--- src/design/assert_macros.svh ---
// Assertion macros included by the decoder RTL
`ifndef ASSERT_MACROS_SVH
`define ASSERT_MACROS_SVH

// Check a property on every clock edge outside reset
`define ASSERT_CLK(lbl, prop, msg) \
    lbl: assert property (@(posedge aclk) disable iff (!aresetn) prop) else $error(msg);

// Check a property on every clock edge, reset included
`define ASSERT_ALWAYS(lbl, prop, msg) \
    lbl: assert property (@(posedge aclk) prop) else $error(msg);

`endif

--- src/design/cfd_pkg.sv ---
// Types and constants of the COBS frame decoder
package cfd_pkg;

    // Result kinds carried on m_tuser
    typedef enum logic [1:0] {
        KIND_DATA       = 2'd0,
        KIND_EMPTY      = 2'd1,
        KIND_INCOMPLETE = 2'd2,
        KIND_UNEXPECTED = 2'd3
    } kind_t;

    localparam int          BYTE_W      = 8;
    localparam int          LEN_W       = 6;
    localparam int          MODE_W      = 2;
    localparam int          TDATA_W     = 16;
    localparam logic [7:0]  FRAME_DELIM = 8'h00;

endpackage

--- src/design/cobs_frame_decoder_unit.sv ---
// COBS frame decoder: byte-serial unstuffing of framed packets
//
// Takes one received byte per cycle on the s_ channel and gives at most one
// result per byte on the m_ channel, registered, in the cycle after acceptance.
// A 0x00 byte opens a frame (reporting an incomplete frame if one was open);
// the next byte is a header with the mode in bits 7..6 and the body length in
// bits 5..0 (zero length waits for another header). The body is unstuffed on
// the fly: the opening code byte gives nothing, each later body byte gives
// its value or a zero where it is a code byte, and the final one is flagged
// on m_tlast. A one-byte body gives an empty-frame marker. Nonzero bytes
// outside a frame come back as unexpected-byte errors. Throughput is one byte
// every cycle; the only limit is the single result register, which takes a
// new result in the cycle its current one is taken downstream.
module cobs_frame_decoder_unit
    import cfd_pkg::*;
(
    input  logic                aclk,
    input  logic                aresetn,
    input  logic                s_tvalid,
    output logic                s_tready,
    input  logic [BYTE_W-1:0]   s_tdata,   // [7:0] rx_byte
    output logic                m_tvalid,
    input  logic                m_tready,
    output logic [TDATA_W-1:0]  m_tdata,   // [7:0] data, [9:8] mode, [15:10] zero
    output logic [1:0]          m_tuser,   // [1:0] kind
    output logic                m_tlast    // last
);

`include "assert_macros.svh"

    // Decoder state
    logic               in_frame_reg,      in_frame_next;
    logic               header_taken_reg,  header_taken_next;
    logic [LEN_W-1:0]   body_length_reg,   body_length_next;
    logic [LEN_W-1:0]   body_position_reg, body_position_next;
    logic [BYTE_W-1:0]  run_left_reg,      run_left_next;
    logic [MODE_W-1:0]  frame_mode_reg,    frame_mode_next;

    // Result register
    logic               out_valid_reg;
    kind_t              out_kind_reg;
    logic [BYTE_W-1:0]  out_data_reg;
    logic [MODE_W-1:0]  out_mode_reg;
    logic               out_last_reg;

    // Result of the current request
    logic               res_valid;
    kind_t              res_kind;
    logic [BYTE_W-1:0]  res_data;
    logic [MODE_W-1:0]  res_mode;
    logic               res_last;

    logic               accept;
    logic               is_last;
    logic [LEN_W:0]     pos_plus_one;

    assign s_tready = !out_valid_reg || m_tready;
    assign accept   = s_tvalid && s_tready;

    assign pos_plus_one = {1'b0, body_position_reg} + {{LEN_W{1'b0}}, 1'b1};
    assign is_last      = pos_plus_one >= {1'b0, body_length_reg};

    // Decode one byte against the frame state
    always_comb begin
        in_frame_next      = in_frame_reg;
        header_taken_next  = header_taken_reg;
        body_length_next   = body_length_reg;
        body_position_next = body_position_reg;
        run_left_next      = run_left_reg;
        frame_mode_next    = frame_mode_reg;
        res_valid          = 1'b0;
        res_kind           = KIND_DATA;
        res_data           = '0;
        res_mode           = '0;
        res_last           = 1'b0;

        if (s_tdata == FRAME_DELIM) begin
            // open a fresh frame, flag the one left open
            in_frame_next      = 1'b1;
            header_taken_next  = 1'b0;
            body_length_next   = '0;
            body_position_next = '0;
            run_left_next      = '0;
            if (in_frame_reg) begin
                res_valid = 1'b1;
                res_kind  = KIND_INCOMPLETE;
            end
        end else if (!in_frame_reg) begin
            res_valid = 1'b1;
            res_kind  = KIND_UNEXPECTED;
            res_data  = s_tdata;
        end else if (!header_taken_reg) begin
            // take the header; zero length waits for another
            frame_mode_next    = s_tdata[BYTE_W-1 -: MODE_W];
            body_length_next   = s_tdata[LEN_W-1:0];
            body_position_next = '0;
            header_taken_next  = (s_tdata[LEN_W-1:0] != '0);
        end else if (body_position_reg == '0) begin
            // opening code byte
            run_left_next = s_tdata;
            if (body_length_reg == LEN_W'(1)) begin
                res_valid          = 1'b1;
                res_kind           = KIND_EMPTY;
                res_mode           = frame_mode_reg;
                res_last           = 1'b1;
                in_frame_next      = 1'b0;
                header_taken_next  = 1'b0;
                body_length_next   = '0;
                body_position_next = '0;
                run_left_next      = '0;
            end else begin
                body_position_next = LEN_W'(1);
            end
        end else begin
            // data byte inside a run, or a code byte that stands for zero
            res_valid = 1'b1;
            res_kind  = KIND_DATA;
            res_mode  = frame_mode_reg;
            if (run_left_reg > BYTE_W'(1)) begin
                res_data      = s_tdata;
                run_left_next = run_left_reg - BYTE_W'(1);
            end else begin
                res_data      = '0;
                run_left_next = s_tdata;
            end
            if (is_last) begin
                res_last           = 1'b1;
                in_frame_next      = 1'b0;
                header_taken_next  = 1'b0;
                body_length_next   = '0;
                body_position_next = '0;
                run_left_next      = '0;
            end else begin
                body_position_next = pos_plus_one[LEN_W-1:0];
            end
        end
    end

    // Advance the frame state on each accepted request
    always_ff @(posedge aclk) begin
        if (!aresetn) begin
            in_frame_reg      <= 1'b0;
            header_taken_reg  <= 1'b0;
            body_length_reg   <= '0;
            body_position_reg <= '0;
            run_left_reg      <= '0;
            frame_mode_reg    <= '0;
        end else if (accept) begin
            in_frame_reg      <= in_frame_next;
            header_taken_reg  <= header_taken_next;
            body_length_reg   <= body_length_next;
            body_position_reg <= body_position_next;
            run_left_reg      <= run_left_next;
            frame_mode_reg    <= frame_mode_next;
        end
    end

    // Hold the result until taken, load a new one as the old one leaves
    always_ff @(posedge aclk) begin
        if (!aresetn) begin
            out_valid_reg <= 1'b0;
        end else if (s_tready) begin
            out_valid_reg <= accept && res_valid;
        end
    end

    always_ff @(posedge aclk) begin
        if (accept && res_valid) begin
            out_kind_reg <= res_kind;
            out_data_reg <= res_data;
            out_mode_reg <= res_mode;
            out_last_reg <= res_last;
        end
    end

    assign m_tvalid = out_valid_reg;
    assign m_tdata  = {{(TDATA_W-BYTE_W-MODE_W){1'b0}}, out_mode_reg, out_data_reg};
    assign m_tuser  = out_kind_reg;
    assign m_tlast  = out_last_reg;

    // Consistency of the frame state and the results
    `ASSERT_CLK(a_header_in_frame, header_taken_reg |-> in_frame_reg, "header taken outside a frame")
    `ASSERT_CLK(a_header_length, header_taken_reg |-> (body_length_reg != '0), "zero length header kept")
    `ASSERT_CLK(a_body_after_header, (body_position_reg != '0) |-> header_taken_reg, "body position without header")
    `ASSERT_CLK(a_error_fields, (m_tvalid && (out_kind_reg == KIND_INCOMPLETE || out_kind_reg == KIND_UNEXPECTED)) |-> (!m_tlast && out_mode_reg == '0), "error result carries frame fields")
    `ASSERT_ALWAYS(a_reset_empty, $past(!aresetn) |-> !out_valid_reg, "result valid after reset")

endmodule

--- config.mk ---
export PLATFORM = sky130hd
export DESIGN_NAME = cobs_frame_decoder_unit
export DESIGN_NICKNAME = d
export VERILOG_FILES = /design/src/design/cfd_pkg.sv /design/src/design/cobs_frame_decoder_unit.sv
export VERILOG_INCLUDE_DIRS = /design/src /design/src/design
export SDC_FILE = /design/constraint.sdc
export NUM_CORES = 1
export LEC_CHECK = 0
export BUFFER_PORTS_ARGS = -buffer_cell sky130_fd_sc_hd__buf_2
export CORE_MARGIN = 4
export CORE_UTILIZATION = 50
export CTS_CLUSTER_DIAMETER = 40
export DETAILED_ROUTE_END_ITERATION = 8
export PLACE_DENSITY = 0.71
export SLEW_MARGIN = 10
export SYNTH_ARGS = -nofsm -noshare
export SYNTH_HDL_FRONTEND = slang
export SYNTH_SLANG_ARGS = --single-unit
--- constraint.sdc ---
create_clock -name aclk -period 2.8 [get_ports aclk]
set_input_delay 0.14 -clock aclk [delete_from_list [all_inputs] [get_ports aclk]]
set_output_delay 0.14 -clock aclk [all_outputs]
set_load 0.02 [all_outputs]
# ---- Word level (Yosys, flattened, before mapping)
# Cells that the tools add are included.
dict set report totals {
  regBits 38
  latch_bits 0
  mem_bits_rw 0
  mem_bits_ro 0
  inputBits 12
  output_inout_bits 21
  n_memories 0
}
dict set report op_classes {
  add_sub_neg 2
  mul 0
  n_div 0
  order_cmp 2
  eq_ne 3
  n_shift 0
  muxes 48
  bitwise 3
  n_reduce_logical 14
}
# cell n
set op_table {}
lappend op_table {{$mux 8} 11}
lappend op_table {{$mux 6} 11}
lappend op_table {{$mux 1} 19}
lappend op_table {{$mux 2} 7}
lappend op_table {{$gt 8x1->1 const B} 1}
lappend op_table {{$logic_not 8->1} 1}
lappend op_table {{$reduce_and 4->1} 2}
lappend op_table {{$sub 8x1->8 const B} 1}
lappend op_table {{$add 6x1->7 const B} 1}
lappend op_table {{$ge 7x6->1} 1}
lappend op_table {{$eq 6x1->1 const B} 1}
lappend op_table {{$logic_not 6->1} 1}
lappend op_table {{$reduce_bool 6->1} 1}
lappend op_table {{$ne 4x1->1 const B} 1}
lappend op_table {{$ne 4x3->1 const B} 1}
lappend op_table {{$reduce_bool 2->1} 2}
lappend op_table {{$not 1->1} 3}
lappend op_table {{$reduce_and 3->1} 1}
lappend op_table {{$reduce_or 3->1} 1}
lappend op_table {{$logic_and 1x1->1} 2}
lappend op_table {{$reduce_and 2->1} 1}
lappend op_table {{$logic_not 1->1} 1}
lappend op_table {{$logic_or 1x1->1} 1}

# ---- Depth between registers and ports, before layout
# Gate-level depths: netlist of the first run.
dict set report logic_depth {
  word_depth 7
  mapped_depth 11
  ltp_nobuf 9
}

# ---- Worst setup path after synthesis of the first run
# OpenSTA, ideal clock, no wires.
dict set report synth_timing {
  path_kind {register -> register}
  start {register body_position_reg[0]}
  end {register body_position_reg[1]}
  setup_time_ns 0.070
  arrival_time_ns 2.117
  t_required_ns 2.730
  path_slack_ns 0.613
  stages_incl_launch_ff 12
  period_less_slack_ns 2.187
  cell_sequence {dfxtp_1 ha_1 nand3_1 xnor2_1 ha_1 a21o_1 a22oi_1 o211a_1 buf_4 buf_4 nand4_1 a21oi_1}
}
dict set report synth_between {
  elab_chain_len 7
}
# element line
set synth_rtl {}
lappend synth_rtl {{start, declared} cobs_frame_decoder_unit.sv:35} ;# logic [LEN_W-1:0] body_position_reg, body_position_next;
lappend synth_rtl {{start signal, assigned} cobs_frame_decoder_unit.sv:152} ;# body_position_reg <= body_position_next;
lappend synth_rtl {{$add 6x1->7} cobs_frame_decoder_unit.sv:60} ;# assign pos_plus_one = {1'b0, body_position_reg} + {{LEN_W{1'b0}}, 1'b1};
lappend synth_rtl {{$ge 7x6->1} cobs_frame_decoder_unit.sv:61} ;# assign is_last = pos_plus_one >= {1'b0, body_length_reg};
lappend synth_rtl {{$mux 6} cobs_frame_decoder_unit.sv:126} ;# if (is_last) begin
lappend synth_rtl {{$mux 6 (*)} cobs_frame_decoder_unit.sv:98} ;# end else if (body_position_reg == '0) begin
lappend synth_rtl {{$mux 6 (*)} cobs_frame_decoder_unit.sv:92} ;# end else if (!header_taken_reg) begin
lappend synth_rtl {{$mux 6 (*)} cobs_frame_decoder_unit.sv:88} ;# end else if (!in_frame_reg) begin
lappend synth_rtl {{$mux 6 (*)} cobs_frame_decoder_unit.sv:77} ;# if (s_tdata == FRAME_DELIM) begin
# Every way passes the cells marked *; elsewhere a longest branch is shown, timed or not. The select of a mux whose other input is x is not followed.
# A chain may end at the register's enable or synchronous reset.

# ---- Worst setup path in the final report of the first run
dict set report layout_timing {
  start {register body_position_reg[0]}
  end {register body_length_reg[2]}
}
dict set report layout_between {
  elab_chain_len 5
}
# element line
set layout_rtl {}
lappend layout_rtl {{branches (longest 5 deep; another with $add 6x1->7)} n/a}
lappend layout_rtl {{end signal, assigned} cobs_frame_decoder_unit.sv:151} ;# body_length_reg <= body_length_next;
lappend layout_rtl {{end, declared} cobs_frame_decoder_unit.sv:34} ;# logic [LEN_W-1:0] body_length_reg, body_length_next;
# Parallel ways; which one is timed is not known. The select of a mux whose other input is x is not followed.

==> results.sh, run 1 <==
export IMPL_postLayoutCoreUtil=0.5883
export IMPL_finalSetupTns_ps=0
export IMPL_drive_above_1_share=0.1884
export IMPL_grt_pass1_wl_microns=8535
export IMPL_cp_max_fo=9
export IMPL_netlist_area_sq_um=2228
export IMPL_ys_ff_latch=38
export IMPL_htree_levels=2
export IMPL_clockRootBuffer="clkbuf_8"
export IMPL_avgSynthCellArea_sq_um=9.095
export IMPL_yosys_warnings=0
export IMPL_grt_usage=0.1978
export IMPL_leakage_nw=1.051
export IMPL_ios=33
export IMPL_async_reset_ff_frac=0
export IMPL_ys_types=52
export IMPL_worst_pin_slew_ps=578.5
export IMPL_cp_end_kind="register"
export IMPL_grt_pass1_vias=1735
export IMPL_powerDensity_nw_per_um2=491.2
export IMPL_diodes=0
export IMPL_min_path_type="in -> reg"
export IMPL_routabilityCongestion=0.9277
export IMPL_required_ps=2990
export IMPL_outcome="finished clean"
export IMPL_path_cells="ha_1, nand3_1, xnor2_1, ha_1, a21o_1, a22oi_1, o211a_1, o21ai_2, o31ai_1"
export IMPL_relSlewSlack=0.6136
export IMPL_cpMaxStageDelayCell="dfxtp_1"
export IMPL_synth_edf_count=13
export IMPL_start_util=0.5153
export IMPL_area_growth_syn_to_layout_pct=14.15
export IMPL_drv_slew=0
export IMPL_dieWidth_microns=74.76
export IMPL_slowest_delay_ps=420
export IMPL_clockBufferDepth=2
export IMPL_grt_max_degree=18
export IMPL_syn_inst=245
export IMPL_routed_wl_microns=5219
export IMPL_ctsHoldBuffers=0
export IMPL_dr_pass1_iters=5
export IMPL_clock_latency_ps=300
export IMPL_whs_ps=112.0
export IMPL_finalHoldViolations=0
export IMPL_fin_worst_skew_ps=9.478
export IMPL_max_vdd_ir_drop_uv=311.3
export IMPL_cap_viol_max_count=0
export IMPL_layout_setup_ws_ps=222.9
export IMPL_die_h_microns=74.76
export IMPL_dieArea_sq_um=5589
export IMPL_cts_tree="built"
export IMPL_final_setup_viol_count=0
export IMPL_worstPathArrival_ps=2760
export IMPL_drtAntennaViolNets=0
export IMPL_seq_area_frac_synth=0.3998
export IMPL_rows=24
export IMPL_ys_flop_type="dfxtp_1"
export IMPL_clk_pin_slew_worst_paths_ps=80
export IMPL_vias=1969
export IMPL_max_freq_ghz=0.3880
export IMPL_finalCriticalPeriod_ps=2577
export IMPL_finalNonFillerCells=328
export IMPL_fillers=372
export IMPL_cts_sinks=38
export IMPL_crit_top_cell="ha_1"
export IMPL_overflow=0
export IMPL_period_share=0.9204
export IMPL_io_buffers=26
export IMPL_rsz0062_at_grt="no"
export IMPL_post_dp_hpwl_microns=3927
export IMPL_post_cts_buffers=0
export IMPL_dp_cells=320
export IMPL_drc_errors=0
export IMPL_cts_resized=0
export IMPL_vias_per_cell=6.003
export IMPL_fin_nets=298
export IMPL_core_area_sq_um=4324
export IMPL_crit_type="reg -> reg"
export IMPL_antenna_found_initial=0
export IMPL_drt_initial_drc_count=194
export IMPL_start_kind="register"
export IMPL_wl_per_cell_microns=15.91
export IMPL_detailedPlace_worstSlack_ps=218.9
export IMPL_numCtsBuffers=5
[per-stage QoR]
step | total power, W | cell area (sq um)
6_report | 0.001249 | 2544
4_1_cts | 0.001251 | 2544
2_1_floorplan | 0.0006683 | 2247
3_3_place_gp | 0.0006998 | 2411
3_5_place_dp | 0.0007009 | 2411
5_1_grt | 0.001286 | 2544
[metal layers]
layer  wire, microns  GRT usage
met3             330    0.03204
met4             158    0.06917
met1            2280     0.2616
met5               0          0
met2            2449     0.3278
[Yosys cell counts, drive strengths merged (6+ instances only)]
| library cell | instances | area share |
|---|---|---|
| dfxtp | 25 | 0.22 |
| inv | 24 | 0.040 |
| nand2 | 19 | 0.033 |
| a21oi | 17 | 0.038 |
| nor2 | 15 | 0.026 |
| edfxtp | 13 | 0.18 |
| buf | 12 | 0.036 |
| ha | 11 | 0.062 |
| a31oi | 8 | 0.025 |
| nand3 | 8 | 0.018 |
| nand4 | 8 | 0.022 |
| nor4 | 7 | 0.033 |
| a32oi | 6 | 0.024 |
| o31ai | 6 | 0.020 |
[report_power, final]
group          leakage [nW]  internal [W]  switching, W  total (W)
combinational         0.662     0.0000277     0.0000723   0.000100
sequential            0.323      0.000583    0.00000583   0.000589
clock                0.0658      0.000353      0.000208   0.000561
[path summary, 6_finish.rpt]
check	slack [ps]	cells past startpoint	startpoint	to
worst max-delay path	220	9	body_position_reg[0]	body_length_reg[2]
worst min-delay path	110	3	s_tdata[4]	body_length_reg[4]
worst max register to register	220	9	body_position_reg[0]	body_length_reg[2]
worst min register to register	500	2	body_position_reg[1]	body_position_reg[1]
[area by class of cell]
cell class | count | area (sq um) | area share
Timing Repair Buffer | 35 | 197.7 | 0.07772
Clock buffer | 5 | 68.82 | 0.02705
Multi-Input combinational cell | 171 | 1167 | 0.4589
Clock inverter | 3 | 63.81 | 0.02509
Inverter | 24 | 90.09 | 0.03542
Tap cell | 52 | 65.06 | 0.02558
Sequential cell | 38 | 890.9 | 0.3502
[critical path, delay by kind of cell, from the launching register on]
family	cells	cell delay [ps]
flops	1	420
compound gates	5	1170
xor+xnor	1	170
fa+ha+maj	2	570
simple gates	1	140
[layout by cell type, fill, tap and decap left out, types with 2 or more instances in the layout]
master and n:
buf_2 26, dfxtp_1 25, inv_1 23, nand2_1 18, a21oi_1 17, nor2_1 14, edfxtp_1 13, ha_1 11
buf_4 9, nand3_1 8, nand4_1 8, a31oi_1 7, o31ai_1 6, a32oi_1 6, conb_1 6, nor4_1 5
xnor2_1 5, o211ai_1 5, o221ai_1 5, clkbuf_8 5, o21ai_0 4, nor3_1 4, and3_1 3, nor2b_1 3
o21a_1 3, nor4_4 2, xor2_1 2, nor3b_1 2, a21o_1 2, o211a_1 2, mux2i_1 2, and2_1 2
bufinv_16 2
[logic make-up (layout without fill, tap and decap cells)]
group           Yosys count  in the layout  synth area share
compound gates           68             68            0.2151
xor+xnor                  7              7           0.02751
other cells               1              6          0.001683
buf+inv                  41             67           0.08478
fa+ha+maj                11             11           0.06176
flops                    38             38            0.3998
simple gates             77             77            0.2005
mux                       2              2          0.008984
No activity file was read; power rests on OpenSTA's default activity.
==> run 2: changes to the inputs <==
--- a/config.mk
+++ b/config.mk
@@ -12,6 +12,7 @@
 export CTS_CLUSTER_DIAMETER = 40
 export DETAILED_ROUTE_END_ITERATION = 8
 export PLACE_DENSITY = 0.71
+export RECOVER_POWER = 25
 export SLEW_MARGIN = 10
 export SYNTH_ARGS = -nofsm -noshare
 export SYNTH_HDL_FRONTEND = slang
==> run 2 against run 1 <==
Worst hold slack gained 9.0 ps. Global-route usage is the same. Highest routed layer unchanged. Routed wire length grew 0.21%. Combinational power shrank 5%. Clock skew shrank 2.2 ps.
==> results.sh, run 2 (synthesis gave the netlist of run 1 again) <==
export IMPL_outcome="finished clean"
export IMPL_core_area_sq_um=4324
export IMPL_routed_wl_microns=5230
export IMPL_detailedPlace_worstSlack_ps=218.9
export IMPL_path_cells="ha_1, nand3_1, xnor2_1, ha_1, a21o_1, a22oi_1, o211a_1, o21ai_2, o31ai_1"
export IMPL_htree_levels=2
export IMPL_post_dp_hpwl_microns=3927
export IMPL_drt_initial_drc_count=209
export IMPL_drtAntennaViolNets=0
export IMPL_hold_depth=3
export IMPL_finalHoldViolations=0
export IMPL_clockRootBuffer="clkbuf_8"
export IMPL_powerDensity_nw_per_um2=494.8
export IMPL_fin_nets=298
export IMPL_required_ps=2980
export IMPL_fillers=380
export IMPL_grt_usage=0.1978
export IMPL_crit_top_cell="ha_1"
export IMPL_max_freq_ghz=0.3856
export IMPL_cpMaxStageDelayCell="dfxtp_1"
export IMPL_die_h_microns=74.76
export IMPL_ctsHoldBuffers=0
export IMPL_period_share=0.9261
export IMPL_finalSetupTns_ps=0
export IMPL_drive_above_1_share=0.1341
export IMPL_leakage_nw=1.012
export IMPL_grt_pass1_wl_microns=8535
export IMPL_post_cts_buffers=0
export IMPL_wl_per_cell_microns=15.95
export IMPL_start_kind="register"
export IMPL_rr_endpoint="body_length_reg[2]"
export IMPL_min_from="s_tdata[0]"
export IMPL_rrSetupSlack_ps=210
export IMPL_finalCriticalPeriod_ps=2593
export IMPL_max_vdd_ir_drop_uv=309.2
export IMPL_drc_errors=0
export IMPL_drv_slew=0
export IMPL_grt_pass1_vias=1735
export IMPL_cts_sinks=38
export IMPL_relSlewSlack=0.6020
export IMPL_final_common_cell="dfxtp_1"
export IMPL_numCtsBuffers=5
export IMPL_clock_latency_ps=290
export IMPL_start_util=0.5153
export IMPL_area_growth_syn_to_layout_pct=12.69
export IMPL_vias=1968
export IMPL_final_setup_viol_count=0
export IMPL_routabilityCongestion=0.9277
export IMPL_slowest_delay_ps=420
export IMPL_dieArea_sq_um=5589
export IMPL_min_path_type="in -> reg"
export IMPL_cts_resized=0
export IMPL_overflow=0
export IMPL_vias_per_cell=6.000
export IMPL_layout_setup_ws_ps=206.8
export IMPL_clk_pin_slew_worst_paths_ps=80
export IMPL_rsz0062_at_grt="no"
export IMPL_cp_end_kind="register"
export IMPL_diodes=0
export IMPL_antenna_found_initial=0
export IMPL_io_buffers=26
export IMPL_fin_worst_skew_ps=7.268
export IMPL_crit_type="reg -> reg"
export IMPL_rr_worst_depth=9
export IMPL_grt_max_degree=18
export IMPL_cts_tree="built"
export IMPL_cap_viol_max_count=0
export IMPL_worstHoldEndpoint="body_length_reg[0]"
export IMPL_final_cell_mix="25 x dfxtp_1, 23 x inv_1, 18 x nand2_1, 17 x a21oi_1"
export IMPL_dieWidth_microns=74.76
export IMPL_rows=24
export IMPL_worstPathArrival_ps=2780
export IMPL_cp_max_fo=9
export IMPL_regToRegStartpoint="body_position_reg[0]"
export IMPL_worst_pin_slew_ps=591.5
export IMPL_ios=33
export IMPL_clockBufferDepth=2
export IMPL_dr_pass1_iters=4
[run 2: cell types whose count changed in the layout (fill, tap and decap cells not counted)]
cell	previous run	this run
clkbuf_1	0	14
nor4_1	5	6
nor4_4	2	1
buf_2	26	12
[run 2: layer usage]
layer	GRT usage	routed length [microns]	share of wire
met1	0.2616	2277	0.44
met2	0.3278	2437	0.47
met3	0.03204	389	0.074
met4	0.06917	125	0.024
met5	0	0	0
[run 2: cell type report]
cell class | count | area [sq um] | share of cell area
sequential | 38 | 890.9 | 0.3548
clock inverter | 3 | 63.81 | 0.02541
clock buffer | 5 | 68.82 | 0.02740
inverter | 24 | 90.09 | 0.03587
multi-input combinational | 171 | 1152 | 0.4589
tap | 52 | 65.06 | 0.02591
timing repair buffer | 35 | 180.2 | 0.07175
[run 2: report_power, final]
group	leakage [nW]	internal, W	switching (W)
combinational	0.623	0.0000244	0.0000709
sequential	0.323	0.000583	0.00000620
clock	0.0658	0.000353	0.000206
total	1.01	0.000960	0.000283
[run 2: worst max-delay path by stage]
stage | from | endpoint | slack (ps) | cells after the start
final | body_position_reg[0] | body_length_reg[2] | 210 | 9
after global routing | body_position_reg[0] | body_position_reg[3] | 30 | 10
after CTS | body_position_reg[0] | body_length_reg[2] | 220 | 9
after detailed placement | body_position_reg[0] | body_length_reg[2] | 220 | 9
after global placement | body_position_reg[0] | body_position_reg[3] | 370 | 10
after floorplan | body_position_reg[0] | body_position_reg[1] | 610 | 11
[run 2: metrics by stage]
stage,cells,hold slack [ps],area (sq um),utilization,power [W]
floorplan,250,259.0,2247,-,0.0006683
global placement,320,406.4,2411,0.5576,0.0006998
detailed placement,320,413.3,2411,0.5576,0.0007009
CTS,328,109.7,2544,0.5883,0.001251
global route,328,119.1,2511,0.5807,0.001281
finish,328,121.0,2511,0.5807,0.001242
[run 2: critical path, delay by kind of cell (launching register included)]
| kind | cells | cell delay (ps) |
|---|---|---|
| compound gates | 5 | 1180 |
| fa+ha+maj | 2 | 570 |
| flops | 1 | 420 |
| xor+xnor | 1 | 170 |
| simple gates | 1 | 140 |
==> run 3: changes to the inputs <==
--- a/config.mk
+++ b/config.mk
@@ -7,11 +7,14 @@
 export NUM_CORES = 1
 export LEC_CHECK = 0
 export BUFFER_PORTS_ARGS = -buffer_cell sky130_fd_sc_hd__buf_2
+export CELL_PAD_IN_SITES_DETAIL_PLACEMENT = 0
+export CELL_PAD_IN_SITES_GLOBAL_PLACEMENT = 2
 export CORE_MARGIN = 4
-export CORE_UTILIZATION = 50
+export CORE_UTILIZATION = 35
 export CTS_CLUSTER_DIAMETER = 40
 export DETAILED_ROUTE_END_ITERATION = 8
-export PLACE_DENSITY = 0.71
+export MAX_ROUTING_LAYER = met4
+export PLACE_DENSITY_LB_ADDON = 0.1
 export RECOVER_POWER = 25
 export SLEW_MARGIN = 10
 export SYNTH_ARGS = -nofsm -noshare
==> run 3 against run 2 <==
Via count decreased by 4.3%. Largest power group unchanged. Maximum frequency grew 5.7%. Final area grew 1.9%. Final cell count increased by 7.0%. Highest routed layer unchanged.
==> results.sh, run 3 (synthesis gave the netlist of run 1 again) <==
export IMPL_numCtsBuffers=5
export IMPL_final_cell_mix="25 x dfxtp_1, 23 x inv_1, 18 x nand2_1, 17 x a21oi_1"
export IMPL_finalHoldViolations=0
export IMPL_ios=33
export IMPL_clk_pin_slew_worst_paths_ps=80
export IMPL_rrSetupSlack_ps=350
export IMPL_cp_end_kind="register"
export IMPL_drt_initial_drc_count=84
export IMPL_vias_per_cell=5.365
export IMPL_post_cts_buffers=0
export IMPL_finalNonFillerCells=351
export IMPL_critPathCapture="run_left_reg[6]"
export IMPL_worstPathArrival_ps=2670
export IMPL_cts_tree="built"
export IMPL_clockBufferDepth=2
export IMPL_cap_viol_max_count=0
export IMPL_rsz0062_at_grt="no"
export IMPL_fin_worst_skew_ps=6.800
export IMPL_cts_resized=0
export IMPL_clockRootBuffer="clkbuf_8"
export IMPL_leakage_nw=1.018
export IMPL_htree_levels=2
export IMPL_area_growth_syn_to_layout_pct=14.88
export IMPL_grt_max_degree=17
export IMPL_min_path_type="in -> reg"
export IMPL_cp_max_fo=8
export IMPL_diodes=0
export IMPL_grt_pass1_vias=1815
export IMPL_powerDensity_nw_per_um2=491.4
export IMPL_crit_start="body_position_reg[0]"
export IMPL_routabilityCongestion=0.7663
export IMPL_vias=1883
export IMPL_fin_nets=298
export IMPL_cts_sinks=38
export IMPL_max_freq_ghz=0.4076
export IMPL_core_area_sq_um=6061
export IMPL_crit_type="reg -> reg"
export IMPL_dieWidth_microns=87.79
export IMPL_grt_usage=0.1627
export IMPL_rr_endpoint="run_left_reg[6]"
export IMPL_dr_pass1_iters=4
export IMPL_overflow=0
export IMPL_routed_wl_microns=5804
export IMPL_drv_slew=0
export IMPL_clock_latency_ps=290
export IMPL_rr_worst_depth=10
export IMPL_grt_pass1_wl_microns=9384
export IMPL_period_share=0.8763
export IMPL_relSlewSlack=0.6417
export IMPL_max_vdd_ir_drop_uv=289.1
export IMPL_die_h_microns=87.79
export IMPL_drive_above_1_share=0.1413
export IMPL_ctsHoldBuffers=0
export IMPL_drc_errors=0
export IMPL_worst_pin_slew_ps=536.3
export IMPL_dp_cells=343
export IMPL_drtAntennaViolNets=0
export IMPL_antenna_found_initial=0
export IMPL_io_buffers=26
export IMPL_regToRegStartpoint="body_position_reg[0]"
export IMPL_post_dp_hpwl_microns=4429
export IMPL_finalSetupTns_ps=0
export IMPL_final_setup_viol_count=0
export IMPL_final_common_cell="dfxtp_1"
export IMPL_fillers=612
export IMPL_dieArea_sq_um=7707
export IMPL_outcome="finished clean"
export IMPL_rows=28
export IMPL_wl_per_cell_microns=16.54
export IMPL_finalCriticalPeriod_ps=2454
export IMPL_start_kind="register"
export IMPL_required_ps=3020
export IMPL_start_util=0.3677
## run 3: cell types whose count changed in the layout (fill, tap and decap cells not counted)
cell / change
clkinv_1: -1
clkinv_4: +1
nor4_1: -1
nor4_4: +1
## run 3: per-layer routing
metal | up-vias | track usage | share of wire | wire (microns)
met5 | - | - | 0 | 0
met4 | 0 | 0.04324 | 0.011 | 65
met3 | 6 | 0.03575 | 0.048 | 276
met2 | 38 | 0.2466 | 0.44 | 2541
met1 | 876 | 0.2189 | 0.50 | 2922
li1 | 963 | - | - | -
## run 3: how the worst min path moves through the flow
| stage | startpoint | end | slack (ps) | depth (start not counted) |
|---|---|---|---|---|
| CTS | s_tdata[4] | body_length_reg[4] | 110 | 3 |
| global placement | s_tdata[4] | body_length_reg[4] | 420 | 3 |
| global route | s_tdata[4] | body_length_reg[4] | 130 | 3 |
| detailed placement | s_tdata[7] | frame_mode_reg[1] | 420 | 3 |
| finish | s_tdata[6] | frame_mode_reg[0] | 120 | 3 |
| floorplan | s_tdata[1] | body_length_reg[1] | 260 | 2 |
## run 3: final cells by class
| type | instances | area, sq um | area share |
|---|---|---|---|
| Tap cell | 75 | 93.84 | 0.03666 |
| Multi-Input combinational cell | 171 | 1167 | 0.4560 |
| Sequential cell | 38 | 890.9 | 0.3480 |
| Inverter | 24 | 90.09 | 0.03519 |
| Clock inverter | 3 | 68.82 | 0.02688 |
| Clock buffer | 5 | 68.82 | 0.02688 |
| Timing Repair Buffer | 35 | 180.2 | 0.07038 |
## run 3: through the flow
stage                     setup WS, ps  instance area, sq um  total power, W    util  hold WS [ps]
final                            346.4                  2560        0.001258  0.4224         117.0
after global placement           314.3                  2440       0.0007062  0.4026         415.3
after global routing             148.2                  2560        0.001304  0.4224         126.2
after detailed placement         296.1                  2440       0.0007048  0.4026         421.1
after CTS                        341.0                  2577        0.001279  0.4253         111.4
after floorplan                  612.8                  2247       0.0006683       -         259.0
## run 3: report_power, final
part           switching, W  internal, W
clock network      0.000211     0.000357
registers        0.00000650     0.000583
logic             0.0000750    0.0000258
total              0.000292     0.000966
## run 3: worst max-delay path, cell delays in order (launching register included)
cell and delay (ps):
dfxtp_1 420, ha_1 270, nand3_1 140, xnor2_1 160, ha_1 290, a21o_1 160
a22oi_1 130, o211a_1 300, buf_4 200, nand2_2 90, o221ai_1 200
